File: src/design/lts_pkg.sv
// ----------------------------------------------------------------------------
// Lap time speech sequencer package
// Shared widths, clip codes and the digit record that travels from the
// front end through the request queue to the clip sequencer.
// ----------------------------------------------------------------------------
package lts_pkg;

  localparam int MINUTES_W = 10;
  localparam int SECONDS_W = 6;
  localparam int MILLIS_W  = 10;
  localparam int CLIP_W    = 6;
  localparam int DIGIT_W   = 4;
  localparam int REM_W     = 7;

  localparam int QUEUE_DEPTH = 4;

  localparam logic [MINUTES_W-1:0] MINUTES_MAX = 10'd999;
  localparam logic [SECONDS_W-1:0] SECONDS_MAX = 6'd59;
  localparam logic [MILLIS_W-1:0]  MILLIS_MAX  = 10'd999;

  typedef logic [CLIP_W-1:0] clip_t;

  localparam clip_t CLIP_ZERO          = 6'd0;
  localparam clip_t CLIP_TEN           = 6'd10;
  localparam clip_t CLIP_TENS_BASE     = 6'd20;
  localparam clip_t CLIP_HUNDRED       = 6'd28;
  localparam clip_t CLIP_HUNDREDS_BASE = 6'd29;
  localparam clip_t CLIP_CENTO_E       = 6'd37;
  localparam clip_t CLIP_E             = 6'd38;
  localparam clip_t CLIP_POINT         = 6'd39;
  localparam clip_t CLIP_INTRO         = 6'd40;

  // One number, 0 to 999, split into decimal digits.
  typedef struct packed {
    logic [DIGIT_W-1:0] hun;
    logic [DIGIT_W-1:0] ten;
    logic [DIGIT_W-1:0] unit;
  } digits_t;

  // One announcement request after classification.
  typedef struct packed {
    digits_t mins;
    digits_t secs;
    digits_t msec;
  } lap_t;

endpackage

File: src/design/lts_front.sv
// ----------------------------------------------------------------------------
// Lap time front end
// Saturates the three fields of an accepted request and splits each into
// hundreds, tens and units over two register stages.
// ----------------------------------------------------------------------------
module lts_front (
  input  logic                          clk,
  input  logic                          rst,
  input  logic                          accept,
  input  logic [lts_pkg::MINUTES_W-1:0] minutes,
  input  logic [lts_pkg::SECONDS_W-1:0] seconds,
  input  logic [lts_pkg::MILLIS_W-1:0]  millis,
  output logic                          push,
  output lts_pkg::lap_t                 lap,
  output logic [1:0]                    pending
);
  import lts_pkg::*;

  // Hundreds digit and remainder of a value below one thousand.
  function automatic logic [DIGIT_W+REM_W-1:0] split_hun(logic [MILLIS_W-1:0] v);
    logic [DIGIT_W-1:0]  h;
    logic [MILLIS_W-1:0] base;
    h    = '0;
    base = '0;
    for (int k = 1; k <= 9; k++) begin
      if (v >= MILLIS_W'(k * 100)) begin
        h    = DIGIT_W'(k);
        base = MILLIS_W'(k * 100);
      end
    end
    return {h, REM_W'(v - base)};
  endfunction

  // Tens and units digits of a value below one hundred.
  function automatic logic [2*DIGIT_W-1:0] split_ten(logic [REM_W-1:0] r);
    logic [DIGIT_W-1:0] t;
    logic [REM_W-1:0]   base;
    t    = '0;
    base = '0;
    for (int k = 1; k <= 9; k++) begin
      if (r >= REM_W'(k * 10)) begin
        t    = DIGIT_W'(k);
        base = REM_W'(k * 10);
      end
    end
    return {t, DIGIT_W'(r - base)};
  endfunction

  logic [MINUTES_W-1:0] min_sat;
  logic [SECONDS_W-1:0] sec_sat;
  logic [MILLIS_W-1:0]  ms_sat;

  logic                 s1_valid;
  logic [DIGIT_W-1:0]   s1_min_hun;
  logic [REM_W-1:0]     s1_min_rem;
  logic [SECONDS_W-1:0] s1_secs;
  logic [DIGIT_W-1:0]   s1_ms_hun;
  logic [REM_W-1:0]     s1_ms_rem;

  assign min_sat = (minutes > MINUTES_MAX) ? MINUTES_MAX : minutes;
  assign sec_sat = (seconds > SECONDS_MAX) ? SECONDS_MAX : seconds;
  assign ms_sat  = (millis  > MILLIS_MAX)  ? MILLIS_MAX  : millis;

  always_ff @(posedge clk) begin
    if (rst) begin
      s1_valid <= 1'b0;
      push     <= 1'b0;
    end else begin
      s1_valid <= accept;
      push     <= s1_valid;
    end
    {s1_min_hun, s1_min_rem} <= split_hun(min_sat);
    s1_secs                  <= sec_sat;
    {s1_ms_hun, s1_ms_rem}   <= split_hun(ms_sat);
    lap.mins.hun             <= s1_min_hun;
    {lap.mins.ten, lap.mins.unit} <= split_ten(s1_min_rem);
    lap.secs.hun             <= '0;
    {lap.secs.ten, lap.secs.unit} <= split_ten(REM_W'(s1_secs));
    lap.msec.hun             <= s1_ms_hun;
    {lap.msec.ten, lap.msec.unit} <= split_ten(s1_ms_rem);
  end

  assign pending = {1'b0, s1_valid} + {1'b0, push};

endmodule

File: src/design/lts_queue.sv
// ----------------------------------------------------------------------------
// Lap time request queue
// Small first-in first-out buffer between the front end and the sequencer.
// ----------------------------------------------------------------------------
module lts_queue #(
  parameter int DEPTH = lts_pkg::QUEUE_DEPTH
) (
  input  logic                         clk,
  input  logic                         rst,
  input  logic                         push,
  input  lts_pkg::lap_t                wr_data,
  input  logic                         pop,
  output lts_pkg::lap_t                rd_data,
  output logic                         empty,
  output logic [$clog2(DEPTH+1)-1:0]   count
);
  import lts_pkg::*;

  localparam int PTR_W = $clog2(DEPTH);
  localparam int CNT_W = $clog2(DEPTH + 1);

  lap_t             slots [DEPTH];
  logic [PTR_W-1:0] wr_ptr;
  logic [PTR_W-1:0] rd_ptr;

  always_ff @(posedge clk) begin
    if (rst) begin
      wr_ptr <= '0;
      rd_ptr <= '0;
      count  <= '0;
    end else begin
      if (push) begin
        wr_ptr <= (wr_ptr == PTR_W'(DEPTH - 1)) ? '0 : wr_ptr + PTR_W'(1);
      end
      if (pop) begin
        rd_ptr <= (rd_ptr == PTR_W'(DEPTH - 1)) ? '0 : rd_ptr + PTR_W'(1);
      end
      count <= count + CNT_W'(push) - CNT_W'(pop);
    end
    if (push) begin
      slots[wr_ptr] <= wr_data;
    end
  end

  assign rd_data = slots[rd_ptr];
  assign empty   = (count == '0);

endmodule

File: src/design/lts_back.sv
// ----------------------------------------------------------------------------
// Lap time clip sequencer
// Walks one classified request and emits one word clip per cycle, then
// takes the next request from the queue without a gap.
// ----------------------------------------------------------------------------
module lts_back (
  input  logic           clk,
  input  logic           rst,
  input  lts_pkg::lap_t  head,
  input  logic           q_empty,
  output logic           pop,
  output logic           strobe,
  output lts_pkg::clip_t clip,
  output logic           last
);
  import lts_pkg::*;

  typedef enum logic [3:0] {
    P_INTRO, P_MIN, P_MZ1, P_MZ2, P_MSEP, P_SEC, P_POINT, P_PAD1, P_PAD2, P_MS
  } phase_t;

  typedef enum logic [2:0] {
    N_HUN, N_HE, N_TEN, N_TE, N_UNIT
  } step_t;

  function automatic step_t first_step(digits_t d);
    return (d.hun != '0) ? N_HUN : N_TEN;
  endfunction

  logic    active;
  lap_t    cur;
  phase_t  phase;
  phase_t  phase_next;
  step_t   step;
  step_t   step_next;
  digits_t num;
  logic    rem_nz;
  clip_t   spk_clip;
  logic    spk_done;
  step_t   spk_next;
  clip_t   clip_next;
  logic    done_item;

  // Speaks one number digit group per step.
  always_comb begin
    unique case (phase)
      P_MIN:   num = cur.mins;
      P_SEC:   num = cur.secs;
      default: num = cur.msec;
    endcase
    rem_nz   = (num.ten != '0) || (num.unit != '0);
    spk_clip = clip_t'(num.unit);
    spk_done = 1'b1;
    spk_next = N_UNIT;
    unique case (step)
      N_HUN: begin
        spk_done = !rem_nz;
        if (num.hun == DIGIT_W'(1)) begin
          spk_clip = rem_nz ? CLIP_CENTO_E : CLIP_HUNDRED;
          spk_next = N_TEN;
        end else begin
          spk_clip = CLIP_HUNDREDS_BASE + clip_t'(num.hun) - clip_t'(2);
          spk_next = N_HE;
        end
      end
      N_HE: begin
        spk_clip = CLIP_E;
        spk_done = 1'b0;
        spk_next = N_TEN;
      end
      N_TEN: begin
        if (num.ten >= DIGIT_W'(2)) begin
          spk_clip = CLIP_TENS_BASE + clip_t'(num.ten) - clip_t'(2);
          spk_done = (num.unit == '0);
          spk_next = N_TE;
        end else begin
          spk_clip = (num.ten != '0) ? CLIP_TEN + clip_t'(num.unit) : clip_t'(num.unit);
        end
      end
      N_TE: begin
        spk_clip = CLIP_E;
        spk_done = 1'b0;
      end
      N_UNIT: begin
        spk_clip = clip_t'(num.unit);
      end
      default: begin
        spk_done = 1'b1;
      end
    endcase
  end

  // Announcement order.
  always_comb begin
    clip_next  = spk_clip;
    phase_next = phase;
    step_next  = step;
    done_item  = 1'b0;
    unique case (phase)
      P_INTRO: begin
        clip_next = CLIP_INTRO;
        if (cur.mins != '0) begin
          phase_next = P_MIN;
          step_next  = first_step(cur.mins);
        end else begin
          phase_next = P_SEC;
          step_next  = first_step(cur.secs);
        end
      end
      P_MIN: begin
        if (spk_done) begin
          phase_next = (cur.secs == '0) ? P_MZ1 : P_MSEP;
        end else begin
          step_next = spk_next;
        end
      end
      P_MZ1: begin
        clip_next  = CLIP_ZERO;
        phase_next = P_MZ2;
      end
      P_MZ2: begin
        clip_next  = CLIP_ZERO;
        phase_next = P_POINT;
      end
      P_MSEP: begin
        clip_next  = CLIP_E;
        phase_next = P_SEC;
        step_next  = first_step(cur.secs);
      end
      P_SEC: begin
        if (spk_done) begin
          phase_next = P_POINT;
        end else begin
          step_next = spk_next;
        end
      end
      P_POINT: begin
        clip_next = CLIP_POINT;
        step_next = first_step(cur.msec);
        if (cur.msec.hun != '0) begin
          phase_next = P_MS;
        end else if (cur.msec.ten != '0) begin
          phase_next = P_PAD2;
        end else begin
          phase_next = P_PAD1;
        end
      end
      P_PAD1: begin
        clip_next  = CLIP_ZERO;
        phase_next = P_PAD2;
      end
      P_PAD2: begin
        clip_next  = CLIP_ZERO;
        phase_next = P_MS;
        step_next  = first_step(cur.msec);
      end
      P_MS: begin
        if (spk_done) begin
          done_item = active;
        end else begin
          step_next = spk_next;
        end
      end
      default: begin
        phase_next = P_INTRO;
      end
    endcase
  end

  assign pop = !q_empty && (!active || done_item);

  always_ff @(posedge clk) begin
    if (rst) begin
      active <= 1'b0;
      phase  <= P_INTRO;
      step   <= N_HUN;
      strobe <= 1'b0;
      last   <= 1'b0;
    end else begin
      strobe <= active;
      last   <= done_item;
      if (pop) begin
        active <= 1'b1;
        cur    <= head;
        phase  <= P_INTRO;
        step   <= N_HUN;
      end else if (done_item) begin
        active <= 1'b0;
      end else if (active) begin
        phase <= phase_next;
        step  <= step_next;
      end
    end
    clip <= clip_next;
  end

endmodule

File: src/design/lap_time_speech_sequencer.sv
// ----------------------------------------------------------------------------
// Lap time speech sequencer
// Turns a lap time into the ordered run of Portuguese word clips that
// announce it, one clip per cycle.
// ----------------------------------------------------------------------------
// A request (minutes, seconds, millis) is taken at a rising edge where start
// is high and busy is low. The block answers with 4 to 16 clips, one per
// cycle, each shown on clip and last for a single cycle with strobe high;
// last marks the final clip of the announcement. The receiver cannot stall,
// so every clip must be taken when it appears. When the block is idle, the
// first digit split is registered at the accepting edge, followed in order by
// the second split stage, the queue write, the sequencer load and the output
// register, which then shows the intro clip. The sustained rate is one clip
// per cycle, set by the clip sequencer, and an announcement waiting in the
// queue follows the previous one without a gap. Requests are held in a queue
// of QUEUE_DEPTH entries (counting those still being split), and busy rises
// only when that queue is full. Minutes and milliseconds above 999 and
// seconds above 59 are saturated before they are spoken.
// ----------------------------------------------------------------------------
module lap_time_speech_sequencer #(
  parameter int QUEUE_DEPTH = lts_pkg::QUEUE_DEPTH
) (
  input  logic                          clk,
  input  logic                          rst,
  input  logic                          start,
  output logic                          busy,
  input  logic [lts_pkg::MINUTES_W-1:0] minutes,
  input  logic [lts_pkg::SECONDS_W-1:0] seconds,
  input  logic [lts_pkg::MILLIS_W-1:0]  millis,
  output logic                          strobe,
  output logic [lts_pkg::CLIP_W-1:0]    clip,
  output logic                          last
);
  import lts_pkg::*;

  localparam int CNT_W = $clog2(QUEUE_DEPTH + 1);

  logic             accept;
  logic             push;
  lap_t             front_lap;
  logic [1:0]       pending;
  lap_t             head;
  logic             q_empty;
  logic [CNT_W-1:0] q_count;
  logic             pop;
  clip_t            clip_q;

  // A request is taken only while the queue, counting requests still in the
  // front end, has room for it, so a push never finds the queue full.
  assign busy   = ((CNT_W+2)'(q_count) + (CNT_W+2)'(pending)) >= (CNT_W+2)'(QUEUE_DEPTH);
  assign accept = start && !busy;

  // Front end: saturation and decimal digit split.
  lts_front u_front (
    .clk     (clk),
    .rst     (rst),
    .accept  (accept),
    .minutes (minutes),
    .seconds (seconds),
    .millis  (millis),
    .push    (push),
    .lap     (front_lap),
    .pending (pending)
  );

  // Queue between the front end and the sequencer.
  lts_queue #(
    .DEPTH (QUEUE_DEPTH)
  ) u_queue (
    .clk     (clk),
    .rst     (rst),
    .push    (push),
    .wr_data (front_lap),
    .pop     (pop),
    .rd_data (head),
    .empty   (q_empty),
    .count   (q_count)
  );

  // Back end: one clip per cycle.
  lts_back u_back (
    .clk     (clk),
    .rst     (rst),
    .head    (head),
    .q_empty (q_empty),
    .pop     (pop),
    .strobe  (strobe),
    .clip    (clip_q),
    .last    (last)
  );

  assign clip = clip_q;

endmodule

File: config.mk
export PLATFORM = sky130hd
export DESIGN_NAME = lap_time_speech_sequencer
export DESIGN_NICKNAME = d
export VERILOG_FILES = /design/src/design/lts_pkg.sv /design/src/design/lts_front.sv /design/src/design/lts_queue.sv /design/src/design/lts_back.sv /design/src/design/lap_time_speech_sequencer.sv
export SDC_FILE = /design/constraint.sdc
export NUM_CORES = 1
export LEC_CHECK = 0
export ABC_CLOCK_PERIOD_IN_PS = 3200
export BUFFER_PORTS_ARGS = -buffer_cell sky130_fd_sc_hd__buf_2
export CORE_MARGIN = 2
export CORE_UTILIZATION = 56
export DETAILED_ROUTE_END_ITERATION = 6
export GPL_TIMING_DRIVEN = 0
export PLACE_DENSITY = 0.72
export SLEW_MARGIN = 20
export SYNTH_ARGS = -nofsm -noshare
export SYNTH_HDL_FRONTEND = slang
export SYNTH_SLANG_ARGS = --single-unit
File: constraint.sdc
create_clock -name clk -period 3.2 [get_ports clk]
set_clock_uncertainty 0.05 [all_clocks]
set_input_delay 0.8 -clock clk [delete_from_list [all_inputs] [get_ports clk]]
set_output_delay 0.8 -clock clk [all_outputs]
set_load 0.02 [all_outputs]
==> results of run 1 <==
-- through the flow --
stage                     setup slack (ns)  cells
final                                0.106   1139
after global routing                0.0325   1139
after CTS                           0.0429   1136
after detailed placement            -0.262   1086
after global placement              -0.540   1082
after floorplan                    0.00411    824
-- cells by family (layout without fill, tap and decap cells) --
group	count (synthesis)	count (layout)	share of synthesized area [%]
buffers and inverters	95	176	3.50
DFF	239	239	60.4
muxes	51	51	8.67
adders and majority gates	34	34	4.39
and+or+nand+nor	215	215	10.2
xor gates and xnor gates	20	20	1.67
AOI/OAI and AO/OA	170	170	11.2
-- state kept, by name (all words and copies together) (netlist names), 3 cells and up --
name	count
u_back.step	3
u_front.s1_ms_rem	7
u_back.clip	6
u_front.s1_ms_hun	4
u_front.s1_min_hun	4
u_queue.slots	124
u_back.cur	31
u_back.phase	4
u_queue.count	3
u_front.lap	31
u_front.s1_secs	6
u_front.s1_min_rem	7
-- layer usage --
| layer | track usage [%] | vias to the layer above |
|---|---|---|
| met5 | 0 | - |
| met4 | 6.58 | 0 |
| met2 | 39.0 | 228 |
| li1 | - | 3191 |
| met3 | 2.62 | 43 |
| met1 | 27.6 | 3379 |
-- worst register-to-register path, cell delays in order (launching register included) --
cell,delay [ns]
dfxtp_1,0.31
buf_6,0.13
or4_4,0.54
a211oi_4,0.33
nor3_2,0.11
or2_4,0.27
a31oi_4,0.21
ha_4,0.23
inv_1,0.05
ha_1,0.13
inv_1,0.05
fa_2,0.51
nor2_1,0.04
-- area by class of cell --
type                    count  area [um^2]
plain buffers              49          211
clock buffers              39          723
clock inverters             5         56.3
fillers                  1363         6580
inverters                  45          169
multi-input cells         490         3860
flip-flops and latches    239         6340
well taps                 234          293
repair buffers             38          283
-- cells in the mapped netlist (all sizes together), types with 4 or more instances --
| library cell | number |
|---|---|
| nor4 | 9 |
| a21oi | 38 |
| nand3 | 11 |
| nor3 | 19 |
| nor2 | 71 |
| clkbuf | 39 |
| or2 | 8 |
| fa | 6 |
| dfxtp | 84 |
| nand2b | 6 |
| o31ai | 4 |
| maj3 | 4 |
| and2 | 10 |
| mux4 | 31 |
| a21o | 11 |
| xnor2 | 11 |
| and3 | 4 |
| a31oi | 17 |
| or3 | 5 |
| a211oi | 12 |
| o21ai | 31 |
| mux2 | 6 |
| a22oi | 4 |
| mux2i | 14 |
| buf | 11 |
| o211ai | 7 |
| nor2b | 21 |
| ha | 24 |
| xor2 | 9 |
| inv | 45 |
| nand2 | 40 |
| edfxtp | 155 |
| o22ai | 8 |
-- power breakdown --
group	switching (mW)	total (mW)	internal, mW
Sequential	0.272	4.11	3.84
Combinational	1.62	2.79	1.17
Clock	1.08	2.71	1.63
-- final timing paths --
kind | end
setup / recovery | u_queue.count[1]
hold / removal | u_front.lap[32]
setup reg to reg | u_queue.count[1]
hold reg to reg | u_front.lap[32]
-- repair_timing --
action / CTS / global route
hold buffers: 0 / 0
setup buffers: 7 / 3
pin swaps: 2 / 5
resized for setup: 2 / 6
setup endpoints to repair: 33 / 33
==> results.yml, run 1 <==
clocking:
  cts_buffer_depth: 3
  worst_skew_pair.late_latency_ns: 0.51
  cts_buffers: 24
  clock-sinks: 239
  cts_tree: "done"
  cts_max_level: 1
  clkTransAtPathRegs_ns: 0.06
  cts-root-buf: "clkbuf_16"
detailed_routing:
  dr_wl_met3_mm: 1.05
  via_count: 6841
  top_layer_used: "met4"
  drc: 0
  ant_nets: 0
  wl_per_cell_um: 18.8
  drt_pass1_iterations: 5
  wl_met1_mm: 9.12
  route.met2.wl_mm: 10.8
  vias_per_cell: 6.01
  routed_wl_mm: 21.4
  drt_iter0_drc: 456
timing:
  max_slew.worst_pin.slew_ns: 0.942
  fmax_mhz: 323
  period_needed_ns: 3.09
  fin_crit_sh_pct: 96.7
  rsz0062_at_grt: "false"
  maxSlewViolCount: 0
  setup_violations: 0
  holdWs_ns: 0.271
  setup_tns_ns: 0
  max_slew_margin_pct: 37.2
  finalHoldViolations: 0
floorplanning:
  start_util_pct: 56.7
  dieWidth_um: 141
  rows: 50
  die-area_mm2: 0.0199
  chipHeight_um: 141
  io-pin-count: 38
  core_mm2: 0.0185
synth:
  yosysUniqueCellTypes: 77
  synthDominantCellAreaShare_pct: 44.3
  synthCells: 824
  syn_nets: 883
  yosysWarnings: 0
  avgSynthCellArea_um2: 12.7
  yosysTopAreaCell: "edfxtp_1"
  synth.cell_area_mm2: 0.0105
  synth_area_leaders: "edfxtp_1 44%, dfxtp_1 16%, mux4_2 6.7%"
  seq_area_frac_synth_pct: 60.4
  synthFlopType: "edfxtp_1"
  synth_seq_cells: 239
  synth_edf_count: 155
  async_flop_share_pct: 0
pwr:
  ir_worst_vdd_mv: 0.452
  leakage_nw: 4.29
  p_per_area_mw_per_mm2: 806
  p_total_mw: 9.62
critical_path:
  worstPathCellList: "buf_6, or4_4, a211oi_4, nor3_2, or2_4, a31oi_4, ha_4, inv_1, ha_1, inv_1, fa_2, nor2_1"
  critical_path_class: "flop to flop"
  r2r_start: "u_back.phase[2]"
  r2r_slack_ns: 0.11
  crit_slowest_cell: "or4_4"
  cp.arrival_ns: 3.42
  crit_buf_inv: 3
  path_max_fanout: 9
  cpPeakStageDelay_ns: 0.54
  end_kind: "flop"
  required_ns: 3.52
  cp_common_cell: "inv_1"
  cp.depth: 12
  cp_top_family: "simple AND/OR/NAND/NOR gates"
  r2r_cells: 12
  crit_path_start: "u_back.phase[2]"
  critPathLaunchType: "flop"
final_layout:
  syn_to_final_growth_pct: 13.7
  drive_gt1_share_pct: 16.8
  final_area_mm2: 0.0119
  layout.nets: 946
  final_cell_mix: "155 x edfxtp_1, 84 x dfxtp_1, 70 x nor2_1, 45 x inv_1, 44 x clkbuf_1"
  final_util_pct: 64.5
  n_antenna_cell: 0
  final_common_cell: "edfxtp_1"
place:
  placed_cell_area_mm2: 0.0110
  place_hpwl_mm: 15.0
  port_buffers: 24
  routabilityCongestion: 0.890
grt:
  grt_overflow: 0
  grt_pass1_wl_mm: 34.1
  grtUsageTotal_pct: 21.6
  antenna_found_initial: 0
  grt_pass1_vias: 6658
  grt_max_degree: 32
hold_path:
  min_path_cells: 0
  holdCritStartpoint: "u_front.s1_min_hun[0]"
  hp-class: "flop to flop"
status:
  status: "complete, no violations"
run:
  cap_violations: 0
Note: power is estimated with default switching activity, not from simulation.
==> run 2, diff against run 1 <==
ABC_AREA = 1   (was default)
ABC_CLOCK_PERIOD_IN_PS = default   (was 3200)
==> run 2 against run 1 <==
Design area is 0.23% lower. Area after synthesis shrank 0.29%. Global-route usage shrank 1.5 points. Worst hold slack better by 0.0011 ns. Utilization grew 1.2 points. Clock power is 6% lower. Register-to-register slack better by 0.06 ns. Die area decreased by 0.28%. Non-clock buffer count shrank 9. Critical endpoint is now u_queue.count[2].
==> results.yml, run 2 <==
critical_path:
  path_max_fanout: 6
  critPathLaunchType: "flop"
  crit_slowest_cell: "dfxtp_2"
  required_ns: 3.53
  worstPathCellList: "inv_4, nand2_4, nor2_8, buf_12, o21ai_4, nand2_2, nor3_4, nor2_2, nand2_2, nand2_4, nand2_8, nand2_8, inv_2, ha_1, inv_1, ha_1, inv_1, fa_1, xnor2_1, nor2_1"
  end_kind: "flop"
  cp.arrival_ns: 3.36
  critical_path_class: "flop to flop"
  cpPeakStageDelay_ns: 0.37
clocking:
  cts_buffer_depth: 3
  holdBufCountCts: 0
  cts-root-buf: "clkbuf_16"
  clock-sinks: 239
  cts_buffers: 24
  cts_max_level: 1
  clkTransAtPathRegs_ns: 0.06
  cts_tree: "done"
  worst_skew_pair.late_latency_ns: 0.51
synth:
  synth_edf_count: 155
  yosysMostFrequentCell: "nand2_1"
  async_flop_share_pct: 0
  synth_compound_area_share_pct: 11.3
  synthCells: 1045
  synthFlopType: "edfxtp_1"
  synth.cell_area_mm2: 0.0105
  synth_top_family_by_area: "simple AND/OR/NAND/NOR gates"
  synthDominantCellAreaShare_pct: 44.5
  syn_nets: 1104
  yosysTopAreaCell: "edfxtp_1"
  avgSynthCellArea_um2: 10.0
  muxShareOfSynthArea_pct: 0
  synth-simple-area-share_pct: 16.8
  seq_area_frac_synth_pct: 60.5
  synth_seq_cells: 239
  synth_fa_ha_area_share_pct: 4.02
  yosysUniqueCellTypes: 53
  synth_area_leaders: "edfxtp_1 44%, dfxtp_1 16%, nand2_1 5.6%"
  synth_xor_area_share_pct: 1.17
  yosys-top-cells-count: "156 x nand2_1, 155 x edfxtp_1, 135 x nor2_1, 127 x inv_1, 94 x o21ai_0"
  yosysWarnings: 0
detailed_routing:
  drt_iter0_drc: 472
  drt_pass1_iterations: 6
  ant_nets: 0
  routed_wl_mm: 19.9
  drc: 0
  vias_per_cell: 5.44
  via_count: 7415
  wl_per_cell_um: 14.6
final_layout:
  top_register: "u_queue.slots"
  final_cell_mix: "155 x edfxtp_1, 152 x nand2_1, 132 x nor2_1, 122 x inv_1, 90 x o21ai_0"
  multi_input_area_mm2: 0.00360
  syn_to_final_growth_pct: 13.8
  final_common_cell: "edfxtp_1"
  area.sequential_mm2: 0.00634
  fin_cells: 1364
  n_antenna_cell: 0
  fill_cells: 1389
  largest_reg_flops: 124
  drive_gt1_share_pct: 12.7
  layout.nets: 1177
  top_regs: "u_queue.slots: 124 flops, u_back.cur: 31 flops, u_front.lap: 31 flops"
floorplanning:
  start_util_pct: 57.7
  core_mm2: 0.0181
  io-pin-count: 38
  rows: 49
  chipHeight_um: 141
  dieWidth_um: 141
  die-area_mm2: 0.0198
hold_path:
  hp-class: "flop to flop"
pwr:
  ir_worst_vdd_mv: 0.462
  leakage_nw: 4.93
  p_per_area_mw_per_mm2: 822
timing:
  finalHoldViolations: 0
  timing.final.ws_setup_ns: 0.169
  period_needed_ns: 3.03
  fin_crit_sh_pct: 94.7
  rsz0062_at_grt: "true"
  max_slew.worst_pin.slew_ns: 0.784
  fmax_mhz: 330
  setup_violations: 0
  maxSlewViolCount: 0
  max_slew_margin_pct: 47.6
grt:
  grtUsageTotal_pct: 20.1
  antenna_found_initial: 0
  grt_pass1_wl_mm: 32.4
  grt_overflow: 0
  grt_max_degree: 32
  grt_pass1_vias: 6932
place:
  place_hpwl_mm: 13.6
  routabilityCongestion: 0.931
  port_buffers: 35
  post-place-ws_ns: -0.239
  dpl.cell_count: 1310
status:
  status: "complete, no violations"
run:
  cap_violations: 0
[run 2: cell count changes after synthesis, moves of 21 or more]
cell	delta
nand2_1	+116
inv_1	+82
nor2_1	+65
o21ai_0	+64
nand3_1	+32
mux4_2	-31
o22ai_1	+28
nor2b_1	-21
[run 2: area by class of cell]
class	instances	area share [%]
flip-flops and latches	239	53.2
clock buffers	38	5.57
multi-input cells	643	30.2
well taps	229	2.41
clock inverters	5	0.504
inverters	132	4.24
repair buffers	47	2.58
plain buffers	31	1.22
[run 2: kinds of logic (layout without fill, tap and decap cells)]
logic type                 count (synthesis)  count (layout)
xor gates and xnor gates                  14              14
buffers and inverters                    163             253
and+or+nand+nor                          395             395
adders and majority gates                 30              30
AOI/OAI and AO/OA                        204             204
DFF                                      239             239
[run 2: per-stage QoR]
stage               util, %  instance area, um^2  total power [mW]  hold slack [ns]  TNS [ns]
CTS                    64.4                11700              9.59            0.274         0
finish                 65.6                11900              9.79            0.273         0
detailed placement     60.4                11000              7.04            0.262    -0.239
global placement       60.2                10900              6.97            0.261     -6.60
global route           65.6                11900              10.4            0.279   -0.0545
floorplan                 -                10500              6.27            0.260         0
[run 2: worst max-delay path: cells and delay by family, from the launching register on]
| kind | cells | cell delay, ns |
|---|---|---|
| AO/OA/AOI/OAI | 1 | 0.18 |
| AND/OR/NAND/NOR | 10 | 1.09 |
| XOR/XNOR | 1 | 0.15 |
| adder cells (fa/ha/maj) | 3 | 0.71 |
| buffers and inverters | 5 | 0.35 |
| flip-flops | 1 | 0.37 |
[run 2: where the power goes]
| group | internal (mW) | total [mW] | switching [mW] |
|---|---|---|---|
| Sequential | 3.93 | 4.23 | 0.304 |
| Combinational | 1.05 | 3.01 | 1.96 |
| Clock | 1.50 | 2.55 | 1.05 |
| Total | 6.48 | 9.79 | 3.31 |
[run 2: what timing repair did]
item	in CTS	in global routing
setup endpoints to repair	0	3
gates resized for setup	0	33
setup buffers	0	10
[run 2: worst paths after layout]
check	slack, ns	from	depth (start not counted)	to
max reg2reg	0.17	u_back.phase[1]	20	u_queue.count[2]
min	0.27	u_front.s1_ms_hun[2]	0	u_front.lap[10]
max	0.17	u_back.phase[1]	20	u_queue.count[2]
min reg2reg	0.27	u_front.s1_ms_hun[2]	0	u_front.lap[10]
[run 2: routing by layer]
metal	up-vias	global-route usage [%]	routed length [um]
met5	-	0	0
met4	0	6.32	561
met3	44	2.34	919
met2	243	35.0	9610
met1	3421	26.7	8770
li1	3707	-	-
